===== src/rtl/motor_feedback_frame_unwrap_unit_assert.svh =====
// Assertion macros shared by the motor feedback frame unwrap unit
`ifndef MOTOR_FEEDBACK_FRAME_UNWRAP_UNIT_ASSERT_SVH
`define MOTOR_FEEDBACK_FRAME_UNWRAP_UNIT_ASSERT_SVH

// same-cycle implication
`define MFFU_ASSERT_IMPLY(name, clk, rst_n, ante, cons) \
    name: assert property (@(posedge clk) disable iff (!rst_n) (ante) |-> (cons)) \
        else $error("mffu assertion failed");

// next-cycle implication
`define MFFU_ASSERT_NEXT(name, clk, rst_n, ante, cons) \
    name: assert property (@(posedge clk) disable iff (!rst_n) (ante) |=> (cons)) \
        else $error("mffu assertion failed");

`endif


===== src/rtl/mffu_pkg.sv =====
// Package: constants, types and calibration tables of the frame unwrap unit
`default_nettype none

package mffu_pkg;

    localparam int BUS_COUNT_DEF      = 4;
    localparam int MOTORS_PER_BUS_DEF = 4;
    localparam int MOTOR_W            = 2;

    localparam logic [10:0] ID_MOTOR0   = 11'h141;
    localparam logic [23:0] DPP_RESET   = 24'd10240;
    localparam logic [26:0] D2R_Q32     = 27'd74961321;
    localparam logic [25:0] DIV9_RECIP  = 26'd59652324;
    localparam int          DIV9_SHIFT  = 29;
    localparam logic [42:0] SPEED_RND   = 43'd294912;
    localparam logic [53:0] ANGLE_RND   = 54'd2147483648;
    localparam logic signed [32:0] STEP_LIMIT  = 33'sd1310720;
    localparam logic signed [33:0] CLEAR_LIMIT = 34'sd23592960;
    localparam logic [MOTOR_W-1:0] MOTOR_UNCAL = 2'd3;

    typedef enum logic [1:0] {
        ST_FULL    = 2'd0,
        ST_TRACK   = 2'd1,
        ST_IGNORED = 2'd2
    } t_status;

    typedef struct packed {
        logic load;
        logic mul;
        logic step;
        logic unwrap;
        logic scale;
        logic fin;
    } t_dp_cmd;

    typedef struct packed {
        logic ignored;
    } t_dp_stat;

    function automatic logic motor_neg(input logic [1:0] bus, input logic [MOTOR_W-1:0] m);
        logic neg;
        unique case ({bus, m})
            4'b01_01, 4'b01_10: neg = 1'b1;
            4'b10_00, 4'b10_10: neg = 1'b1;
            4'b11_00, 4'b11_01, 4'b11_10: neg = 1'b1;
            default: neg = 1'b0;
        endcase
        return neg;
    endfunction

    function automatic logic signed [24:0] motor_offset(input logic [1:0] bus,
                                                        input logic [MOTOR_W-1:0] m);
        logic signed [24:0] ofs;
        unique case ({bus, m})
            4'b00_01: ofs = 25'sd4704174;
            4'b01_01: ofs = -25'sd4744806;
            4'b10_01: ofs = 25'sd4739564;
            4'b11_01: ofs = -25'sd4705485;
            4'b01_10, 4'b10_10, 4'b11_10: ofs = 25'sd10524426;
            default: ofs = 25'sd0;
        endcase
        return ofs;
    endfunction

endpackage

`default_nettype wire


===== src/rtl/mffu_dp.sv =====
// Datapath: angle conversion, wrap tracking, scaling and result registers
`default_nettype none

module mffu_dp import mffu_pkg::*; #(
    parameter int BUS_COUNT      = BUS_COUNT_DEF,
    parameter int MOTORS_PER_BUS = MOTORS_PER_BUS_DEF
) (
    input  wire logic               i_clk,
    input  wire logic               i_rst_n,
    input  wire t_dp_cmd            i_cmd,
    output t_dp_stat                o_stat,
    input  wire logic               i_cfg_we,
    input  wire logic [23:0]        i_cfg_data,
    input  wire logic [1:0]         i_bus,
    input  wire logic [10:0]        i_frame_id,
    input  wire logic [7:0]         i_temperature_byte,
    input  wire logic signed [15:0] i_torque_raw,
    input  wire logic signed [15:0] i_speed_raw,
    input  wire logic [15:0]        i_encoder_pulse,
    output logic [1:0]              o_status,
    output logic [3:0]              o_motor_number,
    output logic [7:0]              o_temperature,
    output logic signed [15:0]      o_torque_out,
    output logic signed [22:0]      o_speed_out,
    output logic signed [20:0]      o_angle_out
);

    localparam int SLOTS  = BUS_COUNT * MOTORS_PER_BUS;
    localparam int SLOT_W = $clog2(SLOTS);
    localparam logic [2:0]  BUS_LIM = 3'(BUS_COUNT);
    localparam logic [10:0] MPB_LIM = 11'(MOTORS_PER_BUS);
    localparam logic [4:0]  MPB_MUL = 5'(MOTORS_PER_BUS);

    logic [23:0]              r_dpp;
    logic                     r_pend [SLOTS];
    logic signed [7:0]        r_wc   [SLOTS];
    logic [31:0]              r_prev [SLOTS];

    logic                     r_hit;
    logic [1:0]               r_bus;
    logic [MOTOR_W-1:0]       r_m;
    logic [SLOT_W-1:0]        r_slot;
    logic [7:0]               r_temp;
    logic signed [15:0]       r_torque;
    logic signed [15:0]       r_speed;
    logic [15:0]              r_pulse;
    logic [31:0]              r_deg;
    logic [42:0]              r_sprod;
    logic                     r_sneg;
    logic signed [7:0]        r_wcn;
    logic [25:0]              r_q;
    logic [26:0]              r_amag;
    logic                     r_aneg;
    logic [53:0]              r_aprod;
    logic [51:0]              r_sq;

    logic [1:0]               r_status;
    logic [3:0]               r_motor;
    logic [7:0]               r_temp_out;
    logic [15:0]              r_torque_out;
    logic [22:0]              r_speed_out;
    logic [20:0]              r_angle_out;

    logic [10:0]              n_m_full;
    logic                     n_hit;
    logic [4:0]               n_slot_full;
    logic                     neg;
    logic signed [24:0]       ofs;
    logic [39:0]              deg_prod;
    logic [15:0]              smag;
    logic [31:0]              prev;
    logic signed [32:0]       diff;
    logic signed [7:0]        wc_cur;
    logic signed [7:0]        n_wcn;
    logic [42:0]              q_sum;
    logic signed [13:0]       wc40;
    logic signed [33:0]       unwrapped;
    logic                     clear;
    logic signed [34:0]       a_val;
    logic [34:0]              amag;
    logic [53:0]              ar_sum;
    logic [21:0]              ar;
    logic [21:0]              sr;
    logic [20:0]              n_angle;
    logic [22:0]              n_speed;
    logic [15:0]              n_torque;

    always_comb begin
        n_m_full    = i_frame_id - ID_MOTOR0;
        n_hit       = ({1'b0, i_bus} < BUS_LIM) && (n_m_full < MPB_LIM);
        n_slot_full = 5'({3'b000, i_bus} * MPB_MUL) + {3'b000, n_m_full[MOTOR_W-1:0]};

        neg = motor_neg(r_bus, r_m);
        ofs = motor_offset(r_bus, r_m);

        deg_prod = 40'(r_pulse) * 40'(r_dpp);
        smag     = r_speed[15] ? 16'(16'sd0 - r_speed) : 16'(r_speed);

        prev   = r_pend[r_slot] ? r_deg : r_prev[r_slot];
        diff   = $signed({1'b0, r_deg}) - $signed({1'b0, prev});
        wc_cur = r_wc[r_slot];
        if (diff < -STEP_LIMIT) begin
            n_wcn = wc_cur + 8'sd1;
        end else if (diff > STEP_LIMIT) begin
            n_wcn = wc_cur - 8'sd1;
        end else begin
            n_wcn = wc_cur;
        end
        q_sum = r_sprod + SPEED_RND;

        wc40      = (14'(r_wcn) <<< 5) + (14'(r_wcn) <<< 3);
        unwrapped = 34'($signed({wc40, 16'h0000})) + $signed({2'b00, r_deg});
        clear     = (unwrapped > CLEAR_LIMIT) || (unwrapped < -CLEAR_LIMIT);
        a_val     = 35'(unwrapped) + 35'(ofs);
        amag      = a_val[34] ? 35'(35'sd0 - a_val) : 35'(a_val);

        ar_sum = r_aprod + ANGLE_RND;
        ar     = ar_sum[53:32];
        sr     = r_sq[DIV9_SHIFT+21:DIV9_SHIFT];

        if (r_aneg) begin
            n_angle = (ar > 22'd1048576) ? 21'h100000 : 21'(22'd0 - ar);
        end else begin
            n_angle = (ar > 22'd1048575) ? 21'h0FFFFF : ar[20:0];
        end
        n_speed = r_sneg ? 23'(23'd0 - {1'b0, sr}) : {1'b0, sr};
        if (neg) begin
            n_torque = (r_torque == -16'sd32768) ? 16'h7FFF : 16'(16'sd0 - r_torque);
        end else begin
            n_torque = 16'(r_torque);
        end
    end

    always_ff @(posedge i_clk) begin
        if (!i_rst_n) begin
            r_dpp <= DPP_RESET;
            for (int k = 0; k < SLOTS; k++) begin
                r_pend[k] <= 1'b1;
                r_wc[k]   <= 8'sd0;
            end
        end else begin
            if (i_cfg_we) begin
                r_dpp <= i_cfg_data;
            end
            if (i_cmd.unwrap && r_hit) begin
                r_pend[r_slot] <= 1'b0;
                r_wc[r_slot]   <= clear ? 8'sd0 : r_wcn;
            end
        end
    end

    always_ff @(posedge i_clk) begin
        if (i_cmd.load) begin
            r_hit    <= n_hit;
            r_bus    <= i_bus;
            r_m      <= n_m_full[MOTOR_W-1:0];
            r_slot   <= n_slot_full[SLOT_W-1:0];
            r_temp   <= i_temperature_byte;
            r_torque <= i_torque_raw;
            r_speed  <= i_speed_raw;
            r_pulse  <= i_encoder_pulse;
        end
        if (i_cmd.mul) begin
            r_deg   <= deg_prod[39:8];
            r_sprod <= 43'(smag) * 43'(D2R_Q32);
            r_sneg  <= r_speed[15] ^ neg;
        end
        if (i_cmd.step) begin
            r_wcn <= n_wcn;
            r_q   <= q_sum[41:16];
        end
        if (i_cmd.unwrap) begin
            if (r_hit) begin
                r_prev[r_slot] <= r_deg;
            end
            r_amag <= (|amag[34:27]) ? {27{1'b1}} : amag[26:0];
            r_aneg <= a_val[34] ^ neg;
        end
        if (i_cmd.scale) begin
            r_aprod <= 54'(r_amag) * 54'(D2R_Q32);
            r_sq    <= 52'(r_q) * 52'(DIV9_RECIP);
        end
        if (i_cmd.fin) begin
            r_status     <= ST_FULL;
            r_motor      <= 4'(r_m);
            r_temp_out   <= r_temp;
            r_torque_out <= n_torque;
            r_speed_out  <= n_speed;
            r_angle_out  <= n_angle;
            if (!r_hit) begin
                r_status   <= ST_IGNORED;
                r_motor    <= 4'd0;
                r_temp_out <= 8'd0;
            end
            if (!r_hit || r_m == MOTOR_UNCAL) begin
                r_torque_out <= 16'd0;
                r_speed_out  <= 23'd0;
                r_angle_out  <= 21'd0;
            end
            if (r_hit && r_m == MOTOR_UNCAL) begin
                r_status <= ST_TRACK;
            end
        end
    end

    assign o_stat.ignored = !r_hit;
    assign o_status       = r_status;
    assign o_motor_number = r_motor;
    assign o_temperature  = r_temp_out;
    assign o_torque_out   = $signed(r_torque_out);
    assign o_speed_out    = $signed(r_speed_out);
    assign o_angle_out    = $signed(r_angle_out);

endmodule

`default_nettype wire


===== src/rtl/mffu_ctrl.sv =====
// Controller: sequences one frame through the datapath and owns the handshakes
`default_nettype none
`include "motor_feedback_frame_unwrap_unit_assert.svh"

module mffu_ctrl import mffu_pkg::*; (
    input  wire logic     i_clk,
    input  wire logic     i_rst_n,
    input  wire logic     i_valid,
    output logic          o_ready,
    output logic          o_valid,
    input  wire logic     i_ready,
    input  wire t_dp_stat i_stat,
    output t_dp_cmd       o_cmd
);

    typedef enum logic [2:0] {
        S_IDLE,
        S_MUL,
        S_STEP,
        S_UNWRAP,
        S_SCALE,
        S_FIN
    } t_state;

    t_state  r_state;
    t_state  n_state;
    logic    r_out_valid;
    logic    n_out_valid;
    t_dp_cmd cmd;

    always_comb begin
        cmd         = '0;
        n_state     = r_state;
        n_out_valid = r_out_valid && !i_ready;
        unique case (r_state)
            S_IDLE: begin
                cmd.load = i_valid;
                if (i_valid) begin
                    n_state = S_MUL;
                end
            end
            S_MUL: begin
                cmd.mul = 1'b1;
                n_state = i_stat.ignored ? S_FIN : S_STEP;
            end
            S_STEP: begin
                cmd.step = 1'b1;
                n_state  = S_UNWRAP;
            end
            S_UNWRAP: begin
                cmd.unwrap = 1'b1;
                n_state    = S_SCALE;
            end
            S_SCALE: begin
                cmd.scale = 1'b1;
                n_state   = S_FIN;
            end
            S_FIN: begin
                if (!r_out_valid || i_ready) begin
                    cmd.fin     = 1'b1;
                    n_out_valid = 1'b1;
                    n_state     = S_IDLE;
                end
            end
            default: n_state = S_IDLE;
        endcase
    end

    always_ff @(posedge i_clk) begin
        if (!i_rst_n) begin
            r_state     <= S_IDLE;
            r_out_valid <= 1'b0;
        end else begin
            r_state     <= n_state;
            r_out_valid <= n_out_valid;
        end
    end

    assign o_ready = (r_state == S_IDLE);
    assign o_valid = r_out_valid;
    assign o_cmd   = cmd;

    `MFFU_ASSERT_IMPLY(a_fin_slot_free, i_clk, i_rst_n, cmd.fin, !r_out_valid || i_ready)
    `MFFU_ASSERT_NEXT(a_load_starts, i_clk, i_rst_n, cmd.load, r_state == S_MUL)
    `MFFU_ASSERT_NEXT(a_fin_shows, i_clk, i_rst_n, cmd.fin, r_out_valid)
    `MFFU_ASSERT_IMPLY(a_one_cmd, i_clk, i_rst_n, 1'b1, $onehot0(cmd))

endmodule

`default_nettype wire


===== src/rtl/motor_feedback_frame_unwrap_unit.sv =====
// Top level of the motor feedback frame unwrap unit
// One word at a time: a frame is taken only while the unit is idle.
// Each word goes through the sequencer steps load, multiply, step, unwrap, scale and finish,
// and an ignored identifier skips from multiply to finish. No new word is taken before the
// last one is through; a result left waiting stalls the sequencer in its last step.
// Synchronous active-low reset clears per-motor tracking and loads 10240 into the config.
`default_nettype none

module motor_feedback_frame_unwrap_unit import mffu_pkg::*; #(
    parameter int BUS_COUNT      = BUS_COUNT_DEF,
    parameter int MOTORS_PER_BUS = MOTORS_PER_BUS_DEF
) (
    input  wire logic               i_clk,
    input  wire logic               i_rst_n,
    input  wire logic               i_cfg_valid,
    output logic                    o_cfg_ready,
    input  wire logic [23:0]        i_cfg_data,
    input  wire logic               i_valid,
    output logic                    o_ready,
    input  wire logic [1:0]         i_bus,
    input  wire logic [10:0]        i_frame_id,
    input  wire logic [7:0]         i_temperature_byte,
    input  wire logic signed [15:0] i_torque_raw,
    input  wire logic signed [15:0] i_speed_raw,
    input  wire logic [15:0]        i_encoder_pulse,
    output logic                    o_valid,
    input  wire logic               i_ready,
    output logic [1:0]              o_status,
    output logic [3:0]              o_motor_number,
    output logic [7:0]              o_temperature,
    output logic signed [15:0]      o_torque_out,
    output logic signed [22:0]      o_speed_out,
    output logic signed [20:0]      o_angle_out
);

    t_dp_cmd  cmd;
    t_dp_stat stat;

    assign o_cfg_ready = 1'b1;

    mffu_ctrl u_ctrl (
        .i_clk   (i_clk),
        .i_rst_n (i_rst_n),
        .i_valid (i_valid),
        .o_ready (o_ready),
        .o_valid (o_valid),
        .i_ready (i_ready),
        .i_stat  (stat),
        .o_cmd   (cmd)
    );

    mffu_dp #(
        .BUS_COUNT      (BUS_COUNT),
        .MOTORS_PER_BUS (MOTORS_PER_BUS)
    ) u_dp (
        .i_clk              (i_clk),
        .i_rst_n            (i_rst_n),
        .i_cmd              (cmd),
        .o_stat             (stat),
        .i_cfg_we           (i_cfg_valid),
        .i_cfg_data         (i_cfg_data),
        .i_bus              (i_bus),
        .i_frame_id         (i_frame_id),
        .i_temperature_byte (i_temperature_byte),
        .i_torque_raw       (i_torque_raw),
        .i_speed_raw        (i_speed_raw),
        .i_encoder_pulse    (i_encoder_pulse),
        .o_status           (o_status),
        .o_motor_number     (o_motor_number),
        .o_temperature      (o_temperature),
        .o_torque_out       (o_torque_out),
        .o_speed_out        (o_speed_out),
        .o_angle_out        (o_angle_out)
    );

endmodule

`default_nettype wire

===== config.mk =====
export PLATFORM = sky130hd
export DESIGN_NAME = motor_feedback_frame_unwrap_unit
export DESIGN_NICKNAME = d
export VERILOG_FILES = /design/src/rtl/mffu_pkg.sv /design/src/rtl/mffu_dp.sv /design/src/rtl/mffu_ctrl.sv /design/src/rtl/motor_feedback_frame_unwrap_unit.sv
export VERILOG_INCLUDE_DIRS = /design/src /design/src/rtl
export SDC_FILE = /design/constraint.sdc
export NUM_CORES = 2
export LEC_CHECK = 0
export BUFFER_PORTS_ARGS = -buffer_cell sky130_fd_sc_hd__buf_2
export CAP_MARGIN = 20
export CORE_MARGIN = 2
export CORE_UTILIZATION = 56
export DETAILED_ROUTE_END_ITERATION = 12
export GPL_ROUTABILITY_DRIVEN = 1
export GPL_TIMING_DRIVEN = 0
export PLACE_DENSITY = 0.72
export SLEW_MARGIN = 20
export SYNTH_ARGS = -nofsm -noshare
export SYNTH_HDL_FRONTEND = slang
export SYNTH_HIERARCHICAL = 1
export SYNTH_SLANG_ARGS = --single-unit

===== constraint.sdc =====
create_clock -name i_clk -period 10.3 [get_ports i_clk]
set_clock_uncertainty 0.15 [all_clocks]
set_input_delay 0.515 -clock i_clk [delete_from_list [all_inputs] [get_ports i_clk]]
set_output_delay 0.515 -clock i_clk [all_outputs]
set_load 0.02 [all_outputs]

==> impl_metrics.env <==
export IMPL_track_usage_pct=28.5
export IMPL_clockBufferDepth=3
export IMPL_ys_seq_area_share_pct=34.8
export IMPL_cts_tree="yes"
export IMPL_diodes=0
export IMPL_hold_violations=0
export IMPL_portBuffers=170
export IMPL_end_kind="register"
export IMPL_tightest_slew_ps=1160
export IMPL_gp_congestion=0.988
export IMPL_dp_cells=9174
export IMPL_fin_cells=9455
export IMPL_cts_clk_slew_worst_paths_ps=60
export IMPL_finalWirelength_mm=211
export IMPL_cts_buffers=104
export IMPL_cts_resized=0
export IMPL_min_period_ps=9560
export IMPL_synthMuxAreaShare_pct=6.48
export IMPL_crit_fanout=14
export IMPL_setup_tns_ps=0
export IMPL_htree_num_levels=3
export IMPL_grt_pass1_wl_mm=333
export IMPL_syn_to_final_growth_pct=10.0
export IMPL_max_freq_ghz=0.105
export IMPL_start_util_pct=56.5
export IMPL_grt_ovfl_total=0
export IMPL_yosys_area_share_simple_pct=8.99
export IMPL_yosys_area_top_type_share_pct=33.7
export IMPL_vias=54951
export IMPL_synthAdderAreaFrac_pct=34.8
export IMPL_avgRoutedWirePerCell_um=22.3
export IMPL_clk_latency_ps=750
export IMPL_drtAntennaViolNets=0
export IMPL_rows=141
export IMPL_hpwlAfterDp_mm=168
export IMPL_dr_pass1_iters=6
export IMPL_synth_seq_cells=988
export IMPL_yosys_warnings=6
export IMPL_synth_edf_count=940
export IMPL_synth_flop_cell="edfxtp_1"
export IMPL_grt_pass1_vias=59036
export IMPL_dieArea_mm2=0.153
export IMPL_post_route_period_util_pct=92.8
export IMPL_layout_drive_gt1_share_pct=9.41
export IMPL_vias_per_cell=5.81
export IMPL_ios=175
export IMPL_worst_slew_margin_rel_pct=22.6
export IMPL_outcome="finished, final reports clean"
export IMPL_hold_path_class="primary input to register"
export IMPL_worstPathRequired_ps=10560
export IMPL_maxCapViolCount=0
export IMPL_fin_ws_ps=742
export IMPL_die_h_um=391
export IMPL_cp_start_kind="register"
export IMPL_yosys_top_cells_area="edfxtp_1, fa_1, ha_1, inv_1, mux4_2"
export IMPL_core_mm2=0.148
export IMPL_die_w_um=391
export IMPL_avgSynthCellArea_um2=11.9
export IMPL_drt_initial_drc_count=4915
export IMPL_rsz0062_at_grt="false"
export IMPL_yosys_area_top_type="edfxtp_1"
export IMPL_antenna_found_initial=4
export IMPL_setup_violations=0
export IMPL_synth_top_family_by_area="adder cells"
export IMPL_drc=0
export IMPL_synth_cell_types=99
export IMPL_slew_viol_final=0
export IMPL_syn_area_mm2=0.0838
export IMPL_dp_slack_ps=804
export IMPL_nNetsFinal=9311
export IMPL_synthArstFlopShare_pct=0
export IMPL_synthCells=7031
export IMPL_cts_sinks=988
export IMPL_cts_root_buf="clkbuf_16"
export IMPL_synth_compound_area_share_pct=5.56
export IMPL_grt_max_degree=32
export IMPL_cp_arrival_ps=9820
export IMPL_synth_xor_area_share_pct=2.69
export IMPL_critical_path_class="register to register"
## registers in the layout (all words and copies together), names as in the netlist, 16 cells and up, named ones only
name / flops
u_dp/r_deg: 32
u_dp/r_amag: 27
u_dp/r_prev: 512
u_dp/o_angle_out: 21
u_dp/r_torque: 16
u_dp/o_speed_out: 23
u_dp/r_pend: 16
u_dp/r_aprod: 23
u_dp/r_sprod: 27
u_dp/r_dpp: 24
u_dp/o_torque_out: 16
u_dp/r_q: 26
u_dp/r_speed: 16
u_dp/r_wc: 128
u_dp/r_sq: 22
u_dp/r_pulse: 16
## through the flow
step	area (um^2)	util (%)	hold WS [ps]
CTS	92100	62.2	7.21
global placement	87100	58.7	277
detailed placement	87800	59.2	284
finish	92200	62.2	15.7
global route	92200	62.2	20.8
floorplan	83800	-	268
## cells in the mapped netlist, types with 13 or more instances
cell type     n
inv_1      1257
edfxtp_1    940
fa_1        927
ha_1        847
nand2_1     520
nor2_1      395
mux4_2      205
a21oi_1     183
xnor2_1     169
clkbuf_1    156
and2_1      145
o21ai_0     123
xor2_1       88
nor3_1       78
mux2i_1      77
nand3_1      75
a21o_1       74
nand4_1      64
nor2b_1      54
o21a_1       51
dfxtp_1      48
and3_1       44
nand2b_1     40
o211ai_1     28
or3_1        28
a211oi_1     27
a31oi_1      24
o31ai_1      23
or2_2        22
and4_1       21
nor4_1       20
o21bai_1     18
buf_1        15
o21ai_1      15
buf_2        13
## worst max-delay path: stages, from the launching register on
cell	delay, ps
edfxtp_1	840
inv_1	350
ha_1	300
inv_1	110
o21a_1	150
xor2_1	820
inv_1	140
fa_1	610
inv_1	120
fa_1	510
fa_1	530
inv_1	60
fa_1	500
fa_1	550
fa_1	420
ha_1	350
a21o_1	190
a21o_1	170
a21oi_1	260
nand4b_1	290
a311oi_1	630
o21ai_0	310
nand2_1	160
a21boi_0	210
a221oi_1	370
xnor2_1	120
## metal layers
metal  share of wire (%)  track usage, %
met2                  48            47.3
met3                 7.6            5.21
met5               0.013               0
met1                  41            38.0
met4                 3.6            9.38
## cell families (layout without fill, tap and decap cells)
logic type      after synthesis  after routing
fa+ha+maj                  1774           1774
mux                         286            286
other cells                   2              3
compound gates              701            701
buf+inv                    1457           1950
flops                       988            988
xor+xnor                    257            257
simple gates               1566           1566
## final timing paths
path | cells past startpoint | from | end | slack [ps]
hold / removal | 3 | i_cfg_data[13] | u_dp/r_dpp[13] | 20
hold reg to reg | 2 | u_dp/r_pend[15] | u_dp/r_pend[15] | 300
setup reg to reg | 25 | u_dp/r_speed[0] | u_dp/r_sprod[41] | 740
setup / recovery | 25 | u_dp/r_speed[0] | u_dp/r_sprod[41] | 740
## what timing repair did
action / CTS / global route
buffers inserted: 0 / 0
hold buffers: 88 / 0
endpoints found under the hold margin: 90 / 0
## layout make-up
type,instances,area [um^2]
timing repair buffer,301,2390
inverter,1257,4720
fill,11423,56000
clock inverter,64,672
buffer,200,851
sequential,988,29200
clock buffer,128,2820
multi-input combinational,4587,49100
tap,1930,2410
## cells in the final DEF (no fill, tap or decap), types with 23 or more instances in the layout
master / n
dfxtp_1: 48
mux4_2: 205
mux2i_1: 76
o21a_1: 51
a31oi_1: 24
a21o_1: 74
a211oi_1: 27
nand4_1: 64
nand3_1: 75
xor2_1: 88
nor3_1: 76
buf_4: 28
or3_1: 28
nand2_1: 520
edfxtp_1: 940
and2_1: 145
nand2b_1: 40
ha_1: 847
o31ai_1: 23
nor2b_1: 53
xnor2_1: 167
dlygate4sd3_1: 88
inv_1: 1242
nor2_1: 393
buf_2: 183
o21ai_0: 122
clkbuf_16: 106
fa_1: 927
clkbuf_1: 165
a21oi_1: 183
and3_1: 44
o211ai_1: 28
Power is left out: the tool's default activity adds up to more than one toggle a clock period on the data nets, which glitch-free logic cannot reach.
